<file path="src/rtl/mfm_ntd_pkg.sv">
package mfm_ntd_pkg;

	// Fixed field widths of the request and result items.
	localparam int unsigned STAMP_W   = 32;
	localparam int unsigned CNT_W     = 16;
	localparam int unsigned JIT_W     = 7;
	localparam int unsigned PM_W      = 10;
	localparam int unsigned CFG_W     = 16;
	localparam int unsigned PERIOD_W  = 32;

	// Divisor of the shared divider: a zero run plus one, or a sector count.
	localparam int unsigned DIV_W     = CNT_W + 1;

	// Numerator of the per-mille figure: a bad sector count times one thousand.
	localparam int unsigned PM_NUM_W  = CNT_W + PM_W;

	// Register reset values.
	localparam logic [CFG_W-1:0] START_CLOCK_RST   = 16'd2000;
	localparam logic [JIT_W-1:0] JITTER_RST        = 7'd20;
	localparam logic [CFG_W-1:0] WINDOW_BITS_RST   = 16'd1000;
	localparam logic [CFG_W-1:0] BAD_THRESHOLD_RST = 16'd20;

	// Arithmetic constants.
	localparam logic [CNT_W-1:0]    SAT16          = 16'hFFFF;
	localparam logic [PERIOD_W-1:0] SAT32          = 32'hFFFF_FFFF;
	localparam logic [PM_W-1:0]     PM_SCALE       = 10'd1000;
	localparam logic [PM_W-1:0]     PM_LIMIT       = 10'd909;
	localparam logic [JIT_W-1:0]    JIT_SCALE      = 7'd100;
	localparam logic [CNT_W-1:0]    ZERO_RUN_LIMIT = 16'd3;

	// Request commands.
	localparam logic CMD_BIT = 1'b0;
	localparam logic CMD_END = 1'b1;

	// Configuration register indexes.
	typedef enum logic [1:0] {
		CFG_START_CLOCK = 2'd0,
		CFG_JITTER      = 2'd1,
		CFG_WINDOW      = 2'd2,
		CFG_THRESHOLD   = 2'd3
	} cfg_idx_t;

	// Sequencer states.
	typedef enum logic [3:0] {
		S_IDLE,
		S_ZERO,
		S_DIV,
		S_DELTA,
		S_JMUL,
		S_JCMP,
		S_WIN,
		S_PMDIV,
		S_OUT
	} ntd_state_t;

	typedef struct packed {
		logic                cmd;
		logic                bit_value;
		logic [STAMP_W-1:0]  time_stamp;
	} in_item_t;

	typedef struct packed {
		logic               unformatted;
		logic [CNT_W-1:0]   bad_sector_count;
		logic [CNT_W-1:0]   sector_count;
		logic [PM_W-1:0]    bad_per_mille;
	} out_item_t;

	// Increment that sticks at the top of a 16-bit counter.
	function automatic logic [CNT_W-1:0] sat_inc16(input logic [CNT_W-1:0] v);
		return (v == SAT16) ? v : v + 16'd1;
	endfunction

endpackage

</file>
<file path="src/rtl/mfm_ntd_div.sv">
module mfm_ntd_div #(
	parameter int unsigned DW = 32
) (
	input  logic                          clk,
	input  logic                          arst_n,
	input  logic                          start,
	input  logic [DW-1:0]                 dividend,
	input  logic [mfm_ntd_pkg::DIV_W-1:0] divisor,
	output logic                          done,
	output logic [DW-1:0]                 quotient
);
	import mfm_ntd_pkg::*;

	localparam int unsigned CW = $clog2(DW + 1);

	logic [CW-1:0]    cnt_q;
	logic             done_q;
	logic [DW-1:0]    quo_q;
	logic [DIV_W-1:0] rem_q;
	logic [DIV_W-1:0] dsr_q;
	logic [DIV_W:0]   trial;
	logic             borrow;
	logic [DIV_W-1:0] rem_next;

	// One restoring step: shift in the next dividend bit and try the subtraction.
	// The remainder stays below the divisor, so its top bit is always clear.
	assign trial    = {rem_q, quo_q[DW-1]} - {1'b0, dsr_q};
	assign borrow   = trial[DIV_W];
	assign rem_next = borrow ? {rem_q[DIV_W-2:0], quo_q[DW-1]} : trial[DIV_W-1:0];

	// Step counter; done pulses once, the cycle after the last step.
	always_ff @(posedge clk or negedge arst_n) begin
		if (!arst_n) begin
			cnt_q  <= '0;
			done_q <= 1'b0;
		end else begin
			done_q <= 1'b0;
			if (start) begin
				cnt_q <= CW'(DW);
			end else if (cnt_q != '0) begin
				cnt_q <= cnt_q - 1'b1;
				if (cnt_q == CW'(1)) begin
					done_q <= 1'b1;
				end
			end
		end
	end

	// The dividend register shifts out at the top while quotient bits enter below.
	always_ff @(posedge clk) begin
		if (start) begin
			quo_q <= dividend;
			rem_q <= '0;
			dsr_q <= divisor;
		end else if (cnt_q != '0) begin
			rem_q <= rem_next;
			quo_q <= {quo_q[DW-2:0], ~borrow};
		end
	end

	assign done     = done_q;
	assign quotient = quo_q;

endmodule

</file>
<file path="src/rtl/mfm_noise_track_detector.sv">
// Channel   Direction  Handshake                Payload
// in        request    in_valid / in_stall      in_data   (cmd, bit_value, time_stamp)
// out       result     out_valid / out_stall    out_data  (verdict and sector counts)
// cfg       write      cfg_we                   cfg_index, cfg_data
//
// A zero bit passes S_ZERO and S_WIN; a one bit waits in S_DIV for the bit-serial
// divider, DW bits wide, DW being the larger of TIME_WIDTH and 26, then passes
// S_DELTA, S_JMUL, S_JCMP and S_WIN. An end-of-track request passes S_PMDIV when
// sectors were seen, then S_OUT, where it waits for any previous verdict still held.
// Reset restores the register defaults and clears the track state; no sweep follows.
// A stalled verdict waits in the output register while the next bits are accepted.
module mfm_noise_track_detector #(
	parameter int unsigned TIME_WIDTH = 32
) (
	input  logic                              clk,
	input  logic                              arst_n,
	input  logic                              in_valid,
	output logic                              in_stall,
	input  mfm_ntd_pkg::in_item_t             in_data,
	output logic                              out_valid,
	input  logic                              out_stall,
	output mfm_ntd_pkg::out_item_t            out_data,
	input  logic                              cfg_we,
	input  mfm_ntd_pkg::cfg_idx_t             cfg_index,
	input  logic [mfm_ntd_pkg::CFG_W-1:0]     cfg_data
);
	import mfm_ntd_pkg::*;

	localparam int unsigned DIV_DW = (TIME_WIDTH > PM_NUM_W) ? TIME_WIDTH : PM_NUM_W;
	localparam int unsigned PROD_W = PERIOD_W + JIT_W + 1;

	ntd_state_t state_q, state_d;

	// Configuration registers.
	logic [CFG_W-1:0] start_clock_q;
	logic [JIT_W-1:0] jitter_q;
	logic [CFG_W-1:0] window_bits_q;
	logic [CFG_W-1:0] bad_thr_q;

	// Track state.
	logic [TIME_WIDTH-1:0] last_one_q;
	logic [PERIOD_W-1:0]   clk_est_q;
	logic [CNT_W-1:0]      zero_run_q;
	logic [CNT_W-1:0]      bad_bits_q;
	logic [CNT_W-1:0]      win_cnt_q;
	logic [CNT_W-1:0]      bad_sec_q;
	logic [CNT_W-1:0]      tot_sec_q;

	// Working registers of the current request.
	logic [TIME_WIDTH-1:0] stamp_q;
	logic [PERIOD_W-1:0]   period_q;
	logic [PERIOD_W-1:0]   delta_q;
	logic [PROD_W-1:0]     lim_q;
	logic [PROD_W-1:0]     dev_q;
	logic [PM_W-1:0]       pm_q;

	logic      out_valid_q;
	out_item_t out_q;

	logic                  accept;
	logic                  out_free;
	logic [TIME_WIDTH+STAMP_W-1:0] stamp_ext;
	logic [TIME_WIDTH-1:0] stamp_in;
	logic [TIME_WIDTH-1:0] elapsed;
	logic [PM_NUM_W-1:0]   pm_num;
	logic                  div_start;
	logic [DIV_DW-1:0]     div_dividend;
	logic [DIV_W-1:0]      div_divisor;
	logic                  div_done;
	logic [DIV_DW-1:0]     div_quo;
	logic [DIV_DW+PERIOD_W-1:0] quo_ext;
	logic [PERIOD_W-1:0]   period_sat;
	logic [JIT_W:0]        jit_plus;
	logic [PROD_W-1:0]     lim_d;
	logic [PROD_W-1:0]     dev_d;
	logic [CNT_W-1:0]      zr_inc;
	logic [CNT_W-1:0]      win_inc;
	logic                  verdict_unf;

	assign accept   = in_valid && !in_stall;
	assign out_free = !out_valid_q || !out_stall;

	// Time stamps are taken modulo 2^TIME_WIDTH.
	assign stamp_ext = {{TIME_WIDTH{1'b0}}, in_data.time_stamp};
	assign stamp_in  = stamp_ext[TIME_WIDTH-1:0];
	assign elapsed   = stamp_in - last_one_q;
	assign pm_num    = bad_sec_q * PM_SCALE;

	// The divider serves both the bit-cell period and the per-mille figure.
	assign div_start = (state_q == S_IDLE) && accept &&
		((in_data.cmd == CMD_END) ? (tot_sec_q != '0) : in_data.bit_value);

	always_comb begin
		if (in_data.cmd == CMD_END) begin
			div_dividend = DIV_DW'(pm_num);
			div_divisor  = {1'b0, tot_sec_q};
		end else begin
			div_dividend = DIV_DW'(elapsed);
			div_divisor  = {1'b0, zero_run_q} + 17'd1;
		end
	end

	mfm_ntd_div #(
		.DW (DIV_DW)
	) u_div (
		.clk      (clk),
		.arst_n   (arst_n),
		.start    (div_start),
		.dividend (div_dividend),
		.divisor  (div_divisor),
		.done     (div_done),
		.quotient (div_quo)
	);

	// A period beyond 32 bits saturates.
	assign quo_ext    = {{PERIOD_W{1'b0}}, div_quo};
	assign period_sat = (quo_ext[DIV_DW+PERIOD_W-1:PERIOD_W] != '0) ? SAT32
		: quo_ext[PERIOD_W-1:0];

	// Jitter test without division: dev*100/est > j holds exactly when
	// dev*100 >= (j+1)*est.
	assign jit_plus = {1'b0, jitter_q} + 8'd1;
	assign lim_d    = jit_plus * clk_est_q;
	assign dev_d    = delta_q * JIT_SCALE;

	assign zr_inc      = sat_inc16(zero_run_q);
	assign win_inc     = sat_inc16(win_cnt_q);
	assign verdict_unf = !((bad_sec_q < tot_sec_q) && (pm_q <= PM_LIMIT));

	// Sequencer state register.
	always_ff @(posedge clk or negedge arst_n) begin
		if (!arst_n) begin
			state_q <= S_IDLE;
		end else begin
			state_q <= state_d;
		end
	end

	// Next state; requests are taken only between items.
	always_comb begin
		state_d  = state_q;
		in_stall = (state_q != S_IDLE);
		unique case (state_q)
			S_IDLE: begin
				if (in_valid) begin
					if (in_data.cmd == CMD_END) begin
						state_d = (tot_sec_q != '0) ? S_PMDIV : S_OUT;
					end else if (in_data.bit_value) begin
						state_d = S_DIV;
					end else begin
						state_d = S_ZERO;
					end
				end
			end
			S_ZERO:  state_d = S_WIN;
			S_DIV: begin
				if (div_done) begin
					state_d = S_DELTA;
				end
			end
			S_DELTA: state_d = S_JMUL;
			S_JMUL:  state_d = S_JCMP;
			S_JCMP:  state_d = S_WIN;
			S_WIN:   state_d = S_IDLE;
			S_PMDIV: begin
				if (div_done) begin
					state_d = S_OUT;
				end
			end
			S_OUT: begin
				if (out_free) begin
					state_d = S_IDLE;
				end
			end
			default: state_d = S_IDLE;
		endcase
	end

	// Configuration registers.
	always_ff @(posedge clk or negedge arst_n) begin
		if (!arst_n) begin
			start_clock_q <= START_CLOCK_RST;
			jitter_q      <= JITTER_RST;
			window_bits_q <= WINDOW_BITS_RST;
			bad_thr_q     <= BAD_THRESHOLD_RST;
		end else if (cfg_we) begin
			unique case (cfg_index)
				CFG_START_CLOCK: start_clock_q <= cfg_data;
				CFG_JITTER:      jitter_q      <= cfg_data[JIT_W-1:0];
				CFG_WINDOW:      window_bits_q <= cfg_data;
				CFG_THRESHOLD:   bad_thr_q     <= cfg_data;
				default: ;
			endcase
		end
	end

	// Track state: bit accounting, window closing and the clear after a verdict.
	always_ff @(posedge clk or negedge arst_n) begin
		if (!arst_n) begin
			last_one_q <= '0;
			clk_est_q  <= PERIOD_W'(START_CLOCK_RST);
			zero_run_q <= '0;
			bad_bits_q <= '0;
			win_cnt_q  <= '0;
			bad_sec_q  <= '0;
			tot_sec_q  <= '0;
		end else begin
			case (state_q)
				S_ZERO: begin
					zero_run_q <= zr_inc;
					if (zr_inc > ZERO_RUN_LIMIT) begin
						bad_bits_q <= sat_inc16(bad_bits_q);
					end
				end
				S_JCMP: begin
					if (clk_est_q == '0 || dev_q >= lim_q) begin
						bad_bits_q <= sat_inc16(bad_bits_q);
					end
					clk_est_q  <= period_q;
					last_one_q <= stamp_q;
					zero_run_q <= '0;
				end
				S_WIN: begin
					if (win_inc >= window_bits_q) begin
						if (bad_bits_q >= bad_thr_q) begin
							bad_sec_q <= sat_inc16(bad_sec_q);
						end
						tot_sec_q  <= sat_inc16(tot_sec_q);
						bad_bits_q <= '0;
						win_cnt_q  <= '0;
					end else begin
						win_cnt_q <= win_inc;
					end
				end
				S_OUT: begin
					if (out_free) begin
						last_one_q <= '0;
						clk_est_q  <= PERIOD_W'(start_clock_q);
						zero_run_q <= '0;
						bad_bits_q <= '0;
						win_cnt_q  <= '0;
						bad_sec_q  <= '0;
						tot_sec_q  <= '0;
					end
				end
				default: ;
			endcase
			// A new start clock also becomes the current estimate.
			if (cfg_we && cfg_index == CFG_START_CLOCK) begin
				clk_est_q <= PERIOD_W'(cfg_data);
			end
		end
	end

	// Working registers of the request in progress.
	always_ff @(posedge clk) begin
		case (state_q)
			S_IDLE: begin
				if (accept) begin
					stamp_q <= stamp_in;
					pm_q    <= '0;
				end
			end
			S_DIV: begin
				if (div_done) begin
					period_q <= period_sat;
				end
			end
			S_DELTA: begin
				delta_q <= (period_q >= clk_est_q) ? period_q - clk_est_q
					: clk_est_q - period_q;
				lim_q   <= lim_d;
			end
			S_JMUL: dev_q <= dev_d;
			S_PMDIV: begin
				if (div_done) begin
					pm_q <= div_quo[PM_W-1:0];
				end
			end
			default: ;
		endcase
	end

	// Output register holds the verdict until it is taken.
	always_ff @(posedge clk or negedge arst_n) begin
		if (!arst_n) begin
			out_valid_q <= 1'b0;
		end else if (state_q == S_OUT && out_free) begin
			out_valid_q <= 1'b1;
		end else if (!out_stall) begin
			out_valid_q <= 1'b0;
		end
	end

	always_ff @(posedge clk) begin
		if (state_q == S_OUT && out_free) begin
			out_q.unformatted      <= verdict_unf;
			out_q.bad_sector_count <= bad_sec_q;
			out_q.sector_count     <= tot_sec_q;
			out_q.bad_per_mille    <= pm_q;
		end
	end

	assign out_valid = out_valid_q;
	assign out_data  = out_q;

endmodule

</file>
<file path="config.mk">
export PLATFORM = sky130hd
export DESIGN_NAME = mfm_noise_track_detector
export DESIGN_NICKNAME = d
export VERILOG_FILES = /design/src/rtl/mfm_ntd_pkg.sv /design/src/rtl/mfm_ntd_div.sv /design/src/rtl/mfm_noise_track_detector.sv
export SDC_FILE = /design/constraint.sdc
export NUM_CORES = 2
export LEC_CHECK = 0
export ABC_AREA = 1
export BUFFER_PORTS_ARGS = -buffer_cell sky130_fd_sc_hd__buf_2
export CORE_MARGIN = 2
export CORE_UTILIZATION = 65
export DETAILED_ROUTE_END_ITERATION = 7
export PLACE_DENSITY = 0.88
export SLEW_MARGIN = 10
export SYNTH_ARGS = -nofsm -noshare
export SYNTH_HDL_FRONTEND = slang
export SYNTH_SLANG_ARGS = --single-unit
</file>
<file path="constraint.sdc">
create_clock -name clk -period 6 [get_ports clk]
set_input_delay 1.5 -clock clk [delete_from_list [all_inputs] [get_ports clk]]
set_output_delay 1.5 -clock clk [all_outputs]
set_load 0.02 [all_outputs]
</file>
# Yosys cells after proc, flatten, opt, wreduce, memory -nomap -nowiden
# Cells that the tools add are included.
[totals]
reg_bits = 503
out_inout_bits = 45
elab_cells = 171
[classes]
add_sub_neg = 12
n_mul = 3
n_lt_le_gt_ge = 7
n_eq_ne = 30
n_mux = 48
bitwise = 1
reduce_logical = 41
[op_table]
columns = ["operator", "count"]
rows = [
  ["16-bit 2-to-1 mux", 14],
  ["32-bit 2-to-1 mux", 7],
  ["32-bit one-hot mux with 2 select lines", 2],
  ["16-bit one-hot mux with 2 select lines", 3],
  ["32-bit subtractor", 3],
  ["16-bit by 1-bit adder with 16-bit output (second input constant)", 5],
  ["16-bit equality test (second input constant)", 5],
  ["16-bit one-hot mux with 4 select lines", 1],
  ["16-bit one-hot mux with 3 select lines", 1],
  ["39-bit by 40-bit greater-or-equal comparator with 1-bit output", 1],
  ["8-bit by 32-bit multiplier with 40-bit output", 1],
  ["32-bit by 5-bit multiplier with 37-bit output (second input constant)", 1],
  ["16-bit greater-or-equal comparator", 2],
  ["32-bit greater-or-equal comparator", 1],
  ["32-bit zero test", 1],
  ["4-bit one-hot mux with 7 select lines", 1],
  ["4-bit 2-to-1 mux", 6],
  ["16-bit by 7-bit multiplier with 23-bit output (second input constant)", 1],
  ["10-bit 2-to-1 mux", 2],
  ["10-bit one-hot mux with 2 select lines", 1],
  ["2-bit AND reduction", 10],
  ["2-bit inequality test (second input constant)", 9],
  ["18-bit by 17-bit subtractor with 18-bit output", 1],
  ["16-bit by 1-bit adder with 17-bit output (second input constant)", 1],
  ["other kinds (33)", 62],
]

# Longest topological paths before layout
[logic_depth]
ltp_word = 6
ltp_mapped = 28
mapped_depth_nobuf = 27

# Cells and area by module
# From an unflattened synthesis, not the netlist that was laid out.
[hier_totals]
hier_cells = 5619
hier_area_um2 = 44347.5
[by_module_without_submodules]
columns = ["module", "instances", "cells_per_inst", "area_per_inst_um2", "seq_area_each_um2"]
rows = [
  ["mfm_noise_track_detector", 1, 5072, 40092.2, 11918.9],
  ["mfm_ntd_div", 1, 547, 4255.3, 1986.9],
]

# Least setup slack after synthesis
# No wires, ideal clock.
[synth_timing]
path_kind = "register to register"
from = "reg jitter_q[2]"
to = "reg lim_q[31], data pin"
setup_ns = 0.252
arrival_time_ns = 5.084
t_required_ns = 5.748
setup_slack_ns = 0.664
stages_incl_launch_ff = 23
synth_period_minus_slack_ns = 5.336
path_cell_list = "dfstp_2 nand3_1 inv_1 nand4_1 nor2_1 clkinv_1 clkbuf_1 nor2_1 fa_1 fa_1 fa_1 inv_1 fa_1 inv_1 ha_1 nand2_1 o21ai_1 nor2_1 o21ai_1 a21oi_1 or2_1 nand3_1 nand2_1"
[synth_via]
elab_chain_cells = 2
[synth_rtl]
columns = ["item", "line_no", "text"]
rows = [
  ["from (decl)", "mfm_noise_track_detector.sv:36", "logic [JIT_W-1:0] jitter_q;"],
  ["from (signal assigned)", "mfm_noise_track_detector.sv:189", "CFG_JITTER: jitter_q <= cfg_data[JIT_W-1:0];"],
  ["7-bit by 1-bit adder with 8-bit output", "mfm_noise_track_detector.sv:122", "assign jit_plus = {1'b0, jitter_q} + 8'd1;"],
  ["8-bit by 32-bit multiplier with 40-bit output", "mfm_noise_track_detector.sv:123", "assign lim_d = jit_plus * clk_est_q;"],
  ["named net lim_d[31]", "mfm_noise_track_detector.sv:74", "logic [PROD_W-1:0] lim_d;"],
  ["to (signal assigned)", "mfm_noise_track_detector.sv:272", "lim_q <= lim_d;"],
  ["to (decl)", "mfm_noise_track_detector.sv:53", "logic [PROD_W-1:0] lim_q;"],
]
# The timed path passes the listed nets, and every way through them passes these cells.
# A chain may end at the register's enable or synchronous reset.

# Worst setup path after layout
# Same ends and word-level chain as after synthesis.

==> tab_implementation.tex <==
\begin{tabular}{lr}
\hline
Metric & Value \\
\hline
\multicolumn{2}{l}{\textbf{Critical path}} \\
Critical Path AT & 6090 ps \\
Startpoint of the most critical setup path & jitter\_q[2] \\
Worst reg2reg endpoint & lim\_q[31] \\
Worst Path Class, Setup & reg2reg \\
Critical path startpoint category & flop \\
Startpoint of the worst-slack reg-to-reg timing path & jitter\_q[2] \\
Worst setup slack for register-to-register paths & 260 ps \\
Endpoint class of the critical path & flop \\
Req. time, crit path & 6360 ps \\
Worst reg-to-reg path cell count & 22 \\
Critical Path Fanout Max & 27 \\
\multicolumn{2}{l}{\textbf{Placement}} \\
Final RePlAce weighted congestion & 1.053 \\
Port buffer count & 101 \\
Instance count after placement with tap cells included & 6455 \\
Post-detailed-placement cell area & 45730 µm² \\
Sum of net half-perimeters after detailed placement & 103800 µm \\
\multicolumn{2}{l}{\textbf{Drt}} \\
Total routed wirelength & 132300 µm \\
Detailed-route DRC error count & 0 \\
First-pass DRT Iterations & 8 \\
Antenna-violating nets left & 0 \\
Via count & 39112 \\
Average wire length per cell after detail routing & 20.16 µm \\
Vias per std cell & 5.960 \\
DRT iter0 DRCs & 4131 \\
\multicolumn{2}{l}{\textbf{Logic synthesis}} \\
Yosys warning total & 0 \\
Post-Syn Area & 44260 µm² \\
Mean area per synthesized cell & 7.954 µm² \\
Number of instances in the synthesized netlist & 5564 \\
Number of register bits inferred by synthesis & 503 \\
Most used flip-flop cell after synthesis & sky130\_fd\_sc\_hd\_\_edfxtp\_1 \\
Synth async-reset ratio & 0.4195 \\
Part of the Yosys area used for sequential elements & 0.3142 \\
Distinct cell type count of the synthesized netlist & 59 \\
Number of enable flip-flop cells after synthesis & 275 \\
Syn\_nets & 6303 \\
\multicolumn{2}{l}{\textbf{Clock network}} \\
Clock latency reported for the late side of the worst-skew pair & 670 ps \\
Number of post-CTS setup repair buffers & 0 \\
Buffer depth of the longest clock path & 3 \\
Number of buffers inserted for hold repair after clock tree synthesis & 0 \\
Quantity of gates resized following cts & 0 \\
Clock root cell & sky130\_fd\_sc\_hd\_\_clkbuf\_16 \\
CTS clk-pin slew, worst paths & 70 ps \\
Clock buffer count from CTS & 55 \\
CTS H-tree lvls & 2 \\
TritonCTS clock tree & built \\
Clock net sink count & 503 \\
\multicolumn{2}{l}{\textbf{GRT}} \\
Pin count of the biggest net entering global routing & 117 \\
Initial antenna violation count & 3 \\
GRT Residual Overflow & 0 \\
Overall track demand over capacity in global routing & 0.3783 \\
Vias in the first global route & 38599 \\
First-pass GRT wire length & 207300 µm \\
\multicolumn{2}{l}{\textbf{Power}} \\
Worst vdd rail ir drop & 0.4541 mV \\
Total power consumption of the routed design & 29.41 mW \\
LEAKAGE & 23.64 nW \\
Cell area power density & 615.7 nW/µm² \\
\multicolumn{2}{l}{\textbf{STA}} \\
Number of pins with negative max-slew slack in the final report & 0 \\
Period utilization & 0.9559 \\
Final hold slack & 437.7 ps \\
Number of endpoints with negative hold slack in the final report & 0 \\
Worst-Margin Slew & 1109 ps \\
Max-Slew Margin vs Limit & 0.2563 \\
Final setup vio count & 0 \\
Achievable frequency & 174.4 MHz \\
Post-route minimum period & 5736 ps \\
Setup tns final & 0 ps \\
Largest clock skew in the final design & 80.49 ps \\
\multicolumn{2}{l}{\textbf{Floorplan}} \\
Die span in y & 264.9 µm \\
Area of the placeable core & 67280 µm² \\
DIE WIDTH & 264.9 µm \\
I/O pin total & 102 \\
Number of placement rows & 95 \\
Starting density of the core & 0.6579 \\
Area of the die & 70190 µm² \\
\multicolumn{2}{l}{\textbf{Status}} \\
Run status & completed \\
\multicolumn{2}{l}{\textbf{Finish}} \\
Area of the multi-input gates & 26190 µm² \\
Leading cell type in the layout, fill and taps excluded & sky130\_fd\_sc\_hd\_\_nand2\_1 \\
Highest-count cells in the layout ignoring fill and taps & sky130\_fd\_sc\_hd\_\_nand2\_1, sky130\_fd\_sc\_hd\_\_inv\_1, sky130\_fd\_sc\_hd\_\_nor2\_1 \\
Non-filler instance count after layout & 6562 \\
Layout cell share with drive strength beyond 1 & 0.05874 \\
Area of all placed cells without fillers & 47770 µm² \\
Area Growth Syn to Fin & 7.924\% \\
Post-layout nets & 6378 \\
Count of filler cells inserted in the layout & 5264 \\
Max FFs per register & 43 \\
Combined flip-flop and latch cell area & 13910 µm² \\
\multicolumn{2}{l}{\textbf{Min path}} \\
Endpoint of the worst hold-timing path & out\_data[0] \\
Hold wc startpoint & pm\_q[0] \\
Number of cells traversed by the worst hold path & 0 \\
Hold WC Path Type & reg2reg \\
\multicolumn{2}{l}{\textbf{Job}} \\
Max-capacitance violation count & 0 \\
\hline
\end{tabular}
==> per-stage QoR <==
step           setup WS [ps]    util
2_1_floorplan          664.0       -
6_report               264.5  0.7100
5_1_grt               -4.241  0.7099
3_3_place_gp           487.2  0.6798
3_5_place_dp           412.8  0.6798
4_1_cts                335.0  0.7097
==> logic make-up after synthesis <==
group / Yosys count / share of synthesized area
AOI/OAI and AO/OA: 874 / 0.1093
DFF: 503 / 0.3142
buffers and inverters: 1099 / 0.09519
adders and majority gates: 682 / 0.2378
and+or+nand+nor: 2232 / 0.2089
xor gates and xnor gates: 174 / 0.03460
==> report_power, final <==
group          internal [mW]  total, mW  leakage (nW)  switching (mW)
combinational           6.41       19.3          17.3            12.9
clock                   2.24       3.77         0.964            1.52
sequential              5.47       6.33          5.39           0.867
==> cell usage after synthesis (all sizes together) (5+ instances only) <==
library cell     n  area (µm²)
nand3b           7       52.55
o21a            12       90.09
fa             265        5305
dfxtp           17       340.3
a21oi          324        1622
inv            945        3547
nand4           84       546.8
a31oi           14       87.58
dfstp           22       578.1
o22ai           28       175.2
a22o             5       43.79
a21o            28       210.2
or2             14       87.58
o31ai            7       52.55
nand3          233        1201
xor2           141        1242
o211ai          38       285.3
nor2           585        2267
ha             417        5218
nor3            57       285.3
o21bai          15       112.6
edfxtp         275        8258
clkinv          32       120.1
nor4            19       118.9
xnor2           33       289.0
clkbuf          83       331.6
o2111ai         16       140.1
dfrtp          189        4730
o21ai          363        1824
nand2         1231        4676
a21boi          13       97.60
buf             39       214.0
==> layout make-up <==
cell class	count	area share
clock inverter	37	0.01119
antenna	3	0.0001572
tap	873	0.02287
clock buffer	67	0.03101
inverter	977	0.07678
sequential	503	0.2911
multi-input combinational	3962	0.5484
timing repair buffer	140	0.01849
==> worst max path at each step <==
stage	endpoint	slack, ps	cells past startpoint
after floorplan	lim_q[31]	660	22
after global placement	lim_q[39]	490	23
after detailed placement	lim_q[31]	410	22
after CTS	lim_q[29]	330	21
after global routing	lim_q[31]	-4	23
final	lim_q[31]	260	22
==> per-layer routing <==
metal | track usage | up-vias | share of wire
met4 | 0.2379 | 2 | 0.072
met5 | 0 | - | 0.000083
met3 | 0.06503 | 521 | 0.085
met2 | 0.6092 | 2001 | 0.46
li1 | - | 18140 | -
met1 | 0.4769 | 18448 | 0.39
==> worst max-delay path, stage by stage, from the launching register on <==
cell and delay (ps):
sky130_fd_sc_hd__dfstp_2 580, sky130_fd_sc_hd__nand3_1 90, sky130_fd_sc_hd__inv_1 80, sky130_fd_sc_hd__nand4_1 110, sky130_fd_sc_hd__nor2_1 190, sky130_fd_sc_hd__clkinv_1 140, sky130_fd_sc_hd__buf_12 180, sky130_fd_sc_hd__nor2_1 160
sky130_fd_sc_hd__fa_1 450, sky130_fd_sc_hd__fa_1 530, sky130_fd_sc_hd__fa_1 550, sky130_fd_sc_hd__inv_1 50, sky130_fd_sc_hd__fa_1 530, sky130_fd_sc_hd__inv_1 40, sky130_fd_sc_hd__ha_1 350, sky130_fd_sc_hd__nand2_1 190
sky130_fd_sc_hd__o21ai_1 230, sky130_fd_sc_hd__nor2_1 120, sky130_fd_sc_hd__o21ai_1 300, sky130_fd_sc_hd__a21oi_1 170, sky130_fd_sc_hd__or2_1 270, sky130_fd_sc_hd__nand3_1 80, sky130_fd_sc_hd__nand2_1 50
No activity file was read; power rests on OpenSTA's default activity.
